### src/uqst_pkg.sv
package uqst_pkg;

  localparam int MAX_INPUT_DEF = 8192;
  localparam int CFG_W         = 14;

  localparam logic [7:0] CH_PLUS  = 8'h2B;
  localparam logic [7:0] CH_MINUS = 8'h2D;
  localparam logic [7:0] CH_AMP   = 8'h26;
  localparam logic [7:0] CH_EQ    = 8'h3D;
  localparam logic [7:0] CH_PCT   = 8'h25;
  localparam logic [7:0] CH_SPACE = 8'h20;
  localparam logic [4:0] HEX_BAD  = 5'd16;

  typedef enum logic [1:0] {
    KIND_KEY      = 2'd0,
    KIND_VALUE    = 2'd1,
    KIND_RESTART  = 2'd2,
    KIND_PAIR_END = 2'd3
  } kind_t;

  typedef struct packed {
    kind_t      kind;
    logic [7:0] data;
    logic       keep;
    logic       err;
    logic       done;
  } tok_t;

  // digit value 0..15, HEX_BAD for anything else
  function automatic logic [4:0] hex_val(input logic [7:0] c);
    logic [4:0] v;
    begin
      if (c >= 8'h30 && c <= 8'h39) begin
        v = {1'b0, 4'(c - 8'h30)};
      end else if (c >= 8'h61 && c <= 8'h66) begin
        v = {1'b0, 4'(c - 8'h57)};
      end else if (c >= 8'h41 && c <= 8'h46) begin
        v = {1'b0, 4'(c - 8'h37)};
      end else begin
        v = HEX_BAD;
      end
      return v;
    end
  endfunction

  function automatic logic is_space(input logic [7:0] c);
    return (c == CH_SPACE) || (c >= 8'h09 && c <= 8'h0D);
  endfunction

  // two-character base-16 conversion with optional leading space or sign
  function automatic logic [7:0] decode_pair(input logic [7:0] c1, input logic [7:0] c2);
    logic [4:0] h1;
    logic [4:0] h2;
    logic [7:0] r;
    begin
      h1 = hex_val(c1);
      h2 = hex_val(c2);
      if (is_space(c1)) begin
        r = h2[4] ? 8'h00 : {4'h0, h2[3:0]};
      end else if (c1 == CH_PLUS || c1 == CH_MINUS) begin
        if (h2[4]) begin
          r = 8'h00;
        end else if (c1 == CH_MINUS) begin
          r = 8'h00 - {4'h0, h2[3:0]};
        end else begin
          r = {4'h0, h2[3:0]};
        end
      end else if (h1[4]) begin
        r = 8'h00;
      end else if (h2[4]) begin
        r = {4'h0, h1[3:0]};
      end else begin
        r = {h1[3:0], h2[3:0]};
      end
      return r;
    end
  endfunction

endpackage

### src/uqst_parse.sv
module uqst_parse #(
  parameter int CNT_W = uqst_pkg::CFG_W
) (
  input  logic                clk,
  input  logic                rst_n,
  input  logic                accept,
  input  logic [7:0]          in_byte,
  input  logic                in_end,
  input  logic [CNT_W-1:0]    max_chars,
  output logic                res_valid,
  output uqst_pkg::tok_t      res
);

  typedef enum logic [1:0] {
    ESC_IDLE,
    ESC_FIRST,
    ESC_SECOND
  } esc_t;

  esc_t             esc_r,       esc_nxt;
  logic             in_key_r,    in_key_nxt;
  logic             key_seen_r,  key_seen_nxt;
  logic [7:0]       first_r,     first_nxt;
  logic [CNT_W-1:0] cnt_r,       cnt_nxt;

  logic [7:0]       byte_c;
  logic             room_esc;

  assign byte_c   = (in_byte == uqst_pkg::CH_PLUS) ? uqst_pkg::CH_SPACE : in_byte;
  // after counting this percent, two more bytes must still fit
  assign room_esc = ({2'b00, cnt_r} + (CNT_W+2)'(3)) <= {2'b00, max_chars};

  always_comb begin
    esc_nxt      = esc_r;
    in_key_nxt   = in_key_r;
    key_seen_nxt = key_seen_r;
    first_nxt    = first_r;
    cnt_nxt      = cnt_r;
    res_valid    = 1'b0;
    res          = '{kind: uqst_pkg::KIND_KEY, data: 8'h00, keep: 1'b0,
                     err: 1'b0, done: 1'b0};
    if (accept) begin
      if (in_end) begin
        res_valid    = 1'b1;
        res.kind     = uqst_pkg::KIND_PAIR_END;
        res.err      = (esc_r != ESC_IDLE);
        res.keep     = (esc_r == ESC_IDLE) && key_seen_r;
        res.done     = 1'b1;
        esc_nxt      = ESC_IDLE;
        in_key_nxt   = 1'b1;
        key_seen_nxt = 1'b0;
        first_nxt    = 8'h00;
        cnt_nxt      = '0;
      end else if (esc_r == ESC_FIRST) begin
        first_nxt = in_byte;
        esc_nxt   = ESC_SECOND;
        cnt_nxt   = cnt_r + CNT_W'(1);
      end else if (esc_r == ESC_SECOND) begin
        esc_nxt   = ESC_IDLE;
        cnt_nxt   = cnt_r + CNT_W'(1);
        res_valid = 1'b1;
        res.data  = uqst_pkg::decode_pair(first_r, in_byte);
        res.kind  = in_key_r ? uqst_pkg::KIND_KEY : uqst_pkg::KIND_VALUE;
        if (in_key_r) begin
          key_seen_nxt = 1'b1;
        end
      end else if (cnt_r < max_chars) begin
        cnt_nxt = cnt_r + CNT_W'(1);
        if (byte_c == uqst_pkg::CH_AMP) begin
          res_valid    = 1'b1;
          res.kind     = uqst_pkg::KIND_PAIR_END;
          res.keep     = key_seen_r;
          in_key_nxt   = 1'b1;
          key_seen_nxt = 1'b0;
        end else if (byte_c == uqst_pkg::CH_EQ) begin
          res_valid  = 1'b1;
          res.kind   = uqst_pkg::KIND_RESTART;
          in_key_nxt = 1'b0;
        end else if (byte_c == uqst_pkg::CH_PCT && room_esc) begin
          esc_nxt = ESC_FIRST;
        end else begin
          res_valid = 1'b1;
          res.data  = byte_c;
          res.kind  = in_key_r ? uqst_pkg::KIND_KEY : uqst_pkg::KIND_VALUE;
          if (in_key_r) begin
            key_seen_nxt = 1'b1;
          end
        end
      end
    end
  end

  always_ff @(posedge clk) begin
    if (!rst_n) begin
      esc_r      <= ESC_IDLE;
      in_key_r   <= 1'b1;
      key_seen_r <= 1'b0;
      first_r    <= 8'h00;
      cnt_r      <= '0;
    end else begin
      esc_r      <= esc_nxt;
      in_key_r   <= in_key_nxt;
      key_seen_r <= key_seen_nxt;
      first_r    <= first_nxt;
      cnt_r      <= cnt_nxt;
    end
  end

endmodule

### src/url_query_string_tokenizer_core.sv
// url query string tokenizer
// input channel: one raw byte per transfer (in_byte), or an end marker
//   (in_end_marker) that closes the stream; in_valid / in_stall handshake
// output channel: at most one token per input transfer, out_valid / out_stall;
//   kind is key byte, value byte, value restart or pair end
// config channel: cfg_max_chars sets how many stream bytes are processed,
//   values above MAX_INPUT saturate; cfg_ready is always high, write only
//   while the stream is idle
// throughput: one input transfer per cycle while in_stall is low; the stream state
//   update and the token decode sit between the input and the output register
// output: a token is registered in the output register, or parked in the skid
// stall: a skid register catches one token while the receiver stalls; in_stall
//   rises only when that skid is full, and drops once the receiver takes one
// reset: synchronous, active low; clears stream state and output valids,
//   and max_chars returns to MAX_INPUT; no clearing pass is needed
module url_query_string_tokenizer_core #(
  parameter int MAX_INPUT = uqst_pkg::MAX_INPUT_DEF
) (
  input  logic                       clk,
  input  logic                       rst_n,
  // byte stream in
  input  logic                       in_valid,
  output logic                       in_stall,
  input  logic [7:0]                 in_byte,
  input  logic                       in_end_marker,
  // tokens out
  output logic                       out_valid,
  input  logic                       out_stall,
  output logic [1:0]                 out_token_kind,
  output logic [7:0]                 out_byte,
  output logic                       out_keep_pair,
  output logic                       out_parse_error,
  output logic                       out_stream_done,
  // config write
  input  logic                       cfg_valid,
  output logic                       cfg_ready,
  input  logic [uqst_pkg::CFG_W-1:0] cfg_max_chars
);

  // counter must hold max_chars itself
  localparam int CNT_W = $clog2(MAX_INPUT + 1);
  localparam int CMP_W = (CNT_W > uqst_pkg::CFG_W) ? CNT_W : uqst_pkg::CFG_W;

  logic [CNT_W-1:0] max_chars_r;
  logic [CMP_W-1:0] cfg_ext;

  logic             in_acc;
  logic             out_take;
  logic             res_valid;
  uqst_pkg::tok_t   res;

  // output register and skid register
  logic             out_valid_r,  out_valid_nxt;
  uqst_pkg::tok_t   out_tok_r,    out_tok_nxt;
  logic             skid_valid_r, skid_valid_nxt;
  uqst_pkg::tok_t   skid_tok_r,   skid_tok_nxt;

  assign cfg_ready = 1'b1;
  assign cfg_ext   = CMP_W'(cfg_max_chars);

  // config register, saturating at MAX_INPUT
  always_ff @(posedge clk) begin
    if (!rst_n) begin
      max_chars_r <= CNT_W'(MAX_INPUT);
    end else if (cfg_valid && cfg_ready) begin
      if (cfg_ext > CMP_W'(MAX_INPUT)) begin
        max_chars_r <= CNT_W'(MAX_INPUT);
      end else begin
        max_chars_r <= cfg_ext[CNT_W-1:0];
      end
    end
  end

  assign in_stall = skid_valid_r;
  assign in_acc   = in_valid && !in_stall;
  assign out_take = out_valid_r && !out_stall;

  uqst_parse #(
    .CNT_W (CNT_W)
  ) u_parse (
    .clk       (clk),
    .rst_n     (rst_n),
    .accept    (in_acc),
    .in_byte   (in_byte),
    .in_end    (in_end_marker),
    .max_chars (max_chars_r),
    .res_valid (res_valid),
    .res       (res)
  );

  // steer a fresh token into the output register when it is free or being
  // taken, else park it in the skid; a parked token moves up on a take
  always_comb begin
    out_valid_nxt  = out_valid_r;
    out_tok_nxt    = out_tok_r;
    skid_valid_nxt = skid_valid_r;
    skid_tok_nxt   = skid_tok_r;
    if (skid_valid_r) begin
      if (out_take) begin
        out_tok_nxt    = skid_tok_r;
        out_valid_nxt  = 1'b1;
        skid_valid_nxt = 1'b0;
      end
    end else if (res_valid) begin
      if (!out_valid_r || out_take) begin
        out_tok_nxt   = res;
        out_valid_nxt = 1'b1;
      end else begin
        skid_tok_nxt   = res;
        skid_valid_nxt = 1'b1;
      end
    end else if (out_take) begin
      out_valid_nxt = 1'b0;
    end
  end

  always_ff @(posedge clk) begin
    if (!rst_n) begin
      out_valid_r  <= 1'b0;
      skid_valid_r <= 1'b0;
    end else begin
      out_valid_r  <= out_valid_nxt;
      skid_valid_r <= skid_valid_nxt;
    end
  end

  // payload registers, no reset
  always_ff @(posedge clk) begin
    out_tok_r  <= out_tok_nxt;
    skid_tok_r <= skid_tok_nxt;
  end

  assign out_valid       = out_valid_r;
  assign out_token_kind  = out_tok_r.kind;
  assign out_byte        = out_tok_r.data;
  assign out_keep_pair   = out_tok_r.keep;
  assign out_parse_error = out_tok_r.err;
  assign out_stream_done = out_tok_r.done;

endmodule

### config.mk
export PLATFORM = sky130hd
export DESIGN_NAME = url_query_string_tokenizer_core
export DESIGN_NICKNAME = d
export VERILOG_FILES = /design/src/uqst_pkg.sv /design/src/uqst_parse.sv /design/src/url_query_string_tokenizer_core.sv
export SDC_FILE = /design/constraint.sdc
export NUM_CORES = 1
export LEC_CHECK = 0
export ABC_CLOCK_PERIOD_IN_PS = 5400
export BUFFER_PORTS_ARGS = -buffer_cell sky130_fd_sc_hd__buf_2
export CORE_MARGIN = 2
export CORE_UTILIZATION = 54
export CTS_BUF_LIST = sky130_fd_sc_hd__clkbuf_2
export DETAILED_ROUTE_END_ITERATION = 7
export PLACE_DENSITY = 0.81
export SLEW_MARGIN = 25
export SYNTH_ARGS = -nofsm -noshare
export SYNTH_HDL_FRONTEND = slang
export SYNTH_SLANG_ARGS = --single-unit
### constraint.sdc
create_clock -name clk -period 5.4 [get_ports clk]
set_input_delay 0.54 -clock clk [delete_from_list [all_inputs] [get_ports clk]]
set_output_delay 0.54 -clock clk [all_outputs]
set_load 0.02 [all_outputs]
==> out/qor_table.md <==
| Stage | Result | This run |
|---|---|---|
| pwr | Switching Power | 0.000336 W |
| floorplanning | Die extent in y | 98.2 µm |
| timing | Number of hold violations in the final report | 0 |
| logic synthesis | Total of flip-flops plus latches after synthesis | 68 |
| clock tree | Number of buffers inserted for hold repair after clock tree synthesis | 0 |
| clock tree | Post-CTS setup repair buffer count | 0 |
| logic synthesis | Portion of the post-synthesis area used by sequential elements | 33.8% |
| floorplanning | Die extent in x | 98.2 µm |
| floorplanning | Core region area | 8680 µm² |
| setup path | WP data arrival | 4370 ps |
| routing | Final Routed Wirelength | 10900 µm |
| timing | Time the worst path needs with I/O delays and setup | 4070 ps |
| clock tree | Number of buffers created by CTS | 9 |
| pwr | Clk pwr share | 24.9% |
| routing | Drc violations | 0 |
| cells and area | Fin cells | 679 |
| setup path | Required time at the endpoint of the critical path | 5700 ps |
| pwr | Max IR drop VDD | 119 µV |
| timing | Max frequency | 246 MHz |
| place | Routability-driven placement congestion ratio | 0.869 |
| global routing | All-Layer GR Usage | 23.7% |
| min path | Number of cells traversed by the worst hold path | 4 |
| setup path | Cell chain of the critical path | and3_1 > o21ai_0 > nand2b_1 > xnor2_1 > ha_1 > a211oi_1 > o21ai_0 > o311ai_1 > a21oi_1 > o31ai_2 > a21boi_1 > buf_4 |
| pwr | Combinational group share of total power | 19.0% |
| logic synthesis | Synthesized area per cell | 8.96 µm² |
| timing | Unrepaired setup endpoints after global routing | no |
| floorplanning | Standard-cell row count | 34 |
| timing | Hold Worst Slack | 289 ps |
| cells and area | Filler cell count in the final layout | 780 |
| floorplanning | Initial cell density of the core | 55.2% |
| timing | Number of pins exceeding their max-slew limit in the final report | 0 |
| routing | Vias | 4161 |
| place | Post-placement cell area | 5040 µm² |
| setup path | Flop-to-flop setup slack | 1330 ps |
| pwr | Sequential Power Share | 56.0% |
| timing | Worst Max-Slew Pin Slew | 892 ps |
| logic synthesis | Cell variety after synth | 78 |
| timing | Fraction of the cycle the final worst path needs | 75.3% |
| timing | Fin Setup TNS | 0 ps |
| clock tree | Num Clock Sinks | 68 |
| setup path | Source of the worst register-to-register timing path | u_parse.cnt_r[2]$_SDFFE_PN0P_ |
| clock tree | Clock-pin slew of the registers on the worst-case setup and hold paths | 220 ps |
| routing | Count of routing violations after the opening detailed-route iteration | 328 |
| setup path | Slowest stage delay, CP | 700 ps |
| logic synthesis | Number of warnings issued by yosys | 0 |
| clock tree | Number of buffers between clock root and the deepest sink | 2 |
| pwr | Switching share of power | 32.7% |
| timing | Worst-case clock skew | 34.3 ps |
| clock tree | Clock root buffer master | clkbuf_2 |
| timing | Worst slew slack as a fraction of its limit | 40.5% |
| outcome | Outcome | finished, final reports clean |
| min path | Hold WC Path Type | input port to flop |
| clock tree | Insertion delay of the later-clocked pin in the worst-skew pair | 550 ps |
| logic synthesis | Cell count after synthesis | 535 |
| timing | Setup-failing EPs final | 0 |
| clock tree | Clock tree from TritonCTS | done |
| cells and area | Fraction of final layout cells sized beyond drive strength 1 | 15.6% |
| setup path | Critical register-to-register path endpoint | out_keep_pair$_DFFE_PP_ |
| place | Placed Instances | 662 |
| routing | Post-DR vias/cell | 6.13 |
| setup path | Cell with the most instances on the worst path | o21ai_0 |
| floorplanning | Total die area | 9650 µm² |
| logic synthesis | Number of enable-type register cells in the synthesized netlist | 26 |
| routing | Average wire per cell in the routed design | 16.1 µm |
| cells and area | Commonest cells after routing, fill and taps aside | 49 x nand2_1, 42 x ha_1, 42 x dfxtp_1, 42 x buf_2, 38 x nor2_1 |
| global routing | Maximum number of pins on one net before global-route repair | 34 |
| place | Setup slack after placement | 1330 ps |
| pwr | Cell Int Power | 0.000689 W |
| global routing | Antenna violations before repair | 0 |
| setup path | Critical path class | flop to flop |
| setup path | Setup crit end kind | flop |
| clock tree | CTS resizes | 0 |
| global routing | Leftover overflow at the end of global routing | 0 |
| setup path | Worst Path Max Fanout | 13 |
| logic synthesis | Syn nets | 605 |
| routing | First-pass iteration count of the detailed router | 6 |
| timing | Final worst setup slack | 1330 ps |
| pwr | Static leakage | 2.02 nW |
| place | HPWL reported at the end of detailed placement | 8310 µm |
| cells and area | Area Growth Syn to Fin | 7.02% |
| place | Count of port buffers added during placement | 42 |
| clock tree | H-tree lvl count | 3 |
| setup path | Critical Path Source Type | flop |
| min path | Hold path start | cfg_max_chars[1] |
| cells and area | Leading cell type in the layout, fill and taps excluded | nand2_1 |
| pwr | Power per unit of standard cell area | 200 nW/µm² |
| cells and area | Number of nets at the end of the flow | 635 |
| min path | Endpoint of the worst hold-timing path | max_chars_r[1]$_SDFFE_PN0P_ |
| floorplanning | I/O pin count | 44 |
| routing | DRT antenna net count | 0 |
| logic synthesis | Post-synthesis instance area | 4790 µm² |
| logic synthesis | Async set-reset flop share out of synthesis | 0% |
| setup path | Path depth of the worst reg2reg path | 12 |
| global routing | Wire length of the first global-routing pass | 18700 µm |
| cells and area | Final design area excluding fillers | 5130 µm² |
| setup path | Critical-path cell with the highest stage delay | o311ai_1 |
| flow run | Count of max-cap constraint violations | 0 |
| logic synthesis | Primary flip-flop cell chosen by synthesis mapping | dfxtp_1 |
| global routing | Via count of the first global-routing pass | 3965 |
-- power by group through the flow --
stage | logic [W] | clock network [W] | registers [W]
floorplan | 0.000121 | 0 | 0.000598
global placement | 0.000188 | 0 | 0.000584
detailed placement | 0.000194 | 0 | 0.000585
CTS | 0.000195 | 0.000263 | 0.000574
global route | 0.000216 | 0.000282 | 0.000578
finish | 0.000195 | 0.000256 | 0.000574
-- synth_stat cells (all sizes together) (3+ instances only) --
cell      n  area [µm²]
dfxtp    42         841
clkbuf   16        60.1
a31oi     3        18.8
a211oi    4        30.0
a21oi    29         164
nand3    18        90.1
xnor2    18         158
a21o     15         115
nor3      8        40.0
edfxtp   26         781
a32oi     3        26.3
nor2     39         146
nand4     7        43.8
a22oi     9        67.6
and3      6        38.8
o21a      3        22.5
a31o      4        35.0
nand2b    8        50.1
a21boi    7        52.6
buf       8        50.0
a2111oi   4        92.6
nand2    49         184
o31ai     6        50.1
o22ai     7        43.8
inv      33         124
and2     17         106
nor2b    13        81.3
xor2      5        43.8
nor4b     3        32.5
a22o      4        38.8
ha       42         526
nor4     12         109
o211ai    4        30.0
o21ai    25         129
-- cell families after synthesis --
kind of cell / count (synthesis) / synth area share (%)
AOI/OAI and AO/OA: 146 / 23.4
buffers and inverters: 57 / 4.88
DFF: 68 / 33.8
muxes: 2 / 0.418
and+or+nand+nor: 196 / 22.2
other: 1 / 0.0782
xor gates and xnor gates: 23 / 4.20
adders and majority gates: 42 / 11.0
-- flip-flops by register name, summed over array words and instances, names as in the netlist --
register,cells
out_token_kind,2
u_parse.key_seen_r,1
out_valid,1
out_keep_pair,1
u_parse.in_key_r,1
u_parse.first_r,8
out_parse_error,1
u_parse.cnt_r,14
skid_tok_r,13
out_stream_done,1
u_parse.esc_r,2
out_byte,8
max_chars_r,14
in_stall,1
-- how the worst max path moves through the flow --
stage	from	endpoint	slack, ps	depth (start not counted)
2_1_floorplan	u_parse.cnt_r[2]$_SDFFE_PN0P_	out_byte[0]$_DFFE_PP_	1490	14
3_3_place_gp	u_parse.cnt_r[2]$_SDFFE_PN0P_	skid_tok_r[10]$_DFFE_PP_	1550	12
3_5_place_dp	u_parse.cnt_r[2]$_SDFFE_PN0P_	skid_tok_r[10]$_DFFE_PP_	1330	12
4_1_cts	u_parse.cnt_r[2]$_SDFFE_PN0P_	skid_tok_r[1]$_DFFE_PP_	1330	12
5_1_grt	u_parse.cnt_r[2]$_SDFFE_PN0P_	out_stream_done$_DFFE_PP_	1060	12
6_report	u_parse.cnt_r[2]$_SDFFE_PN0P_	out_keep_pair$_DFFE_PP_	1330	12
-- worst max-delay path, delay by kind of cell, from the launching register on --
family | cells | cell delay (ps)
AOI/OAI and AO/OA | 7 | 2010
xor gates and xnor gates | 1 | 140
adders and majority gates | 1 | 310
buffers and inverters | 1 | 210
DFF | 1 | 570
and+or+nand+nor | 2 | 590
-- final cells by class --
class	count	area (µm²)	share of cell area, %
repair buffers	43	218	4.24
clock inverters	7	43.8	0.853
well taps	108	135	2.63
flip-flops and latches	68	1620	31.6
multi-input cells	410	2940	57.3
inverters	33	124	2.41
clock buffers	9	45.0	0.878
diodes	1	2.50	0.0488
-- routing by layer --
metal / global-route usage, % / part of all wire, %
met1: 30.4 / 43
met2: 39.7 / 48
met3: 4.08 / 6.1
met4: 9.59 / 2.6
met5: 0 / 0
-- stage by stage --
step | util [%] | power [W]
3_5_place_dp | 58.0 | 0.000779
3_3_place_gp | 58.0 | 0.000772
5_1_grt | 59.1 | 0.00108
6_report | 59.1 | 0.00102
4_1_cts | 59.1 | 0.00103
2_1_floorplan | - | 0.000719
No activity file was read; power rests on OpenSTA's default activity.
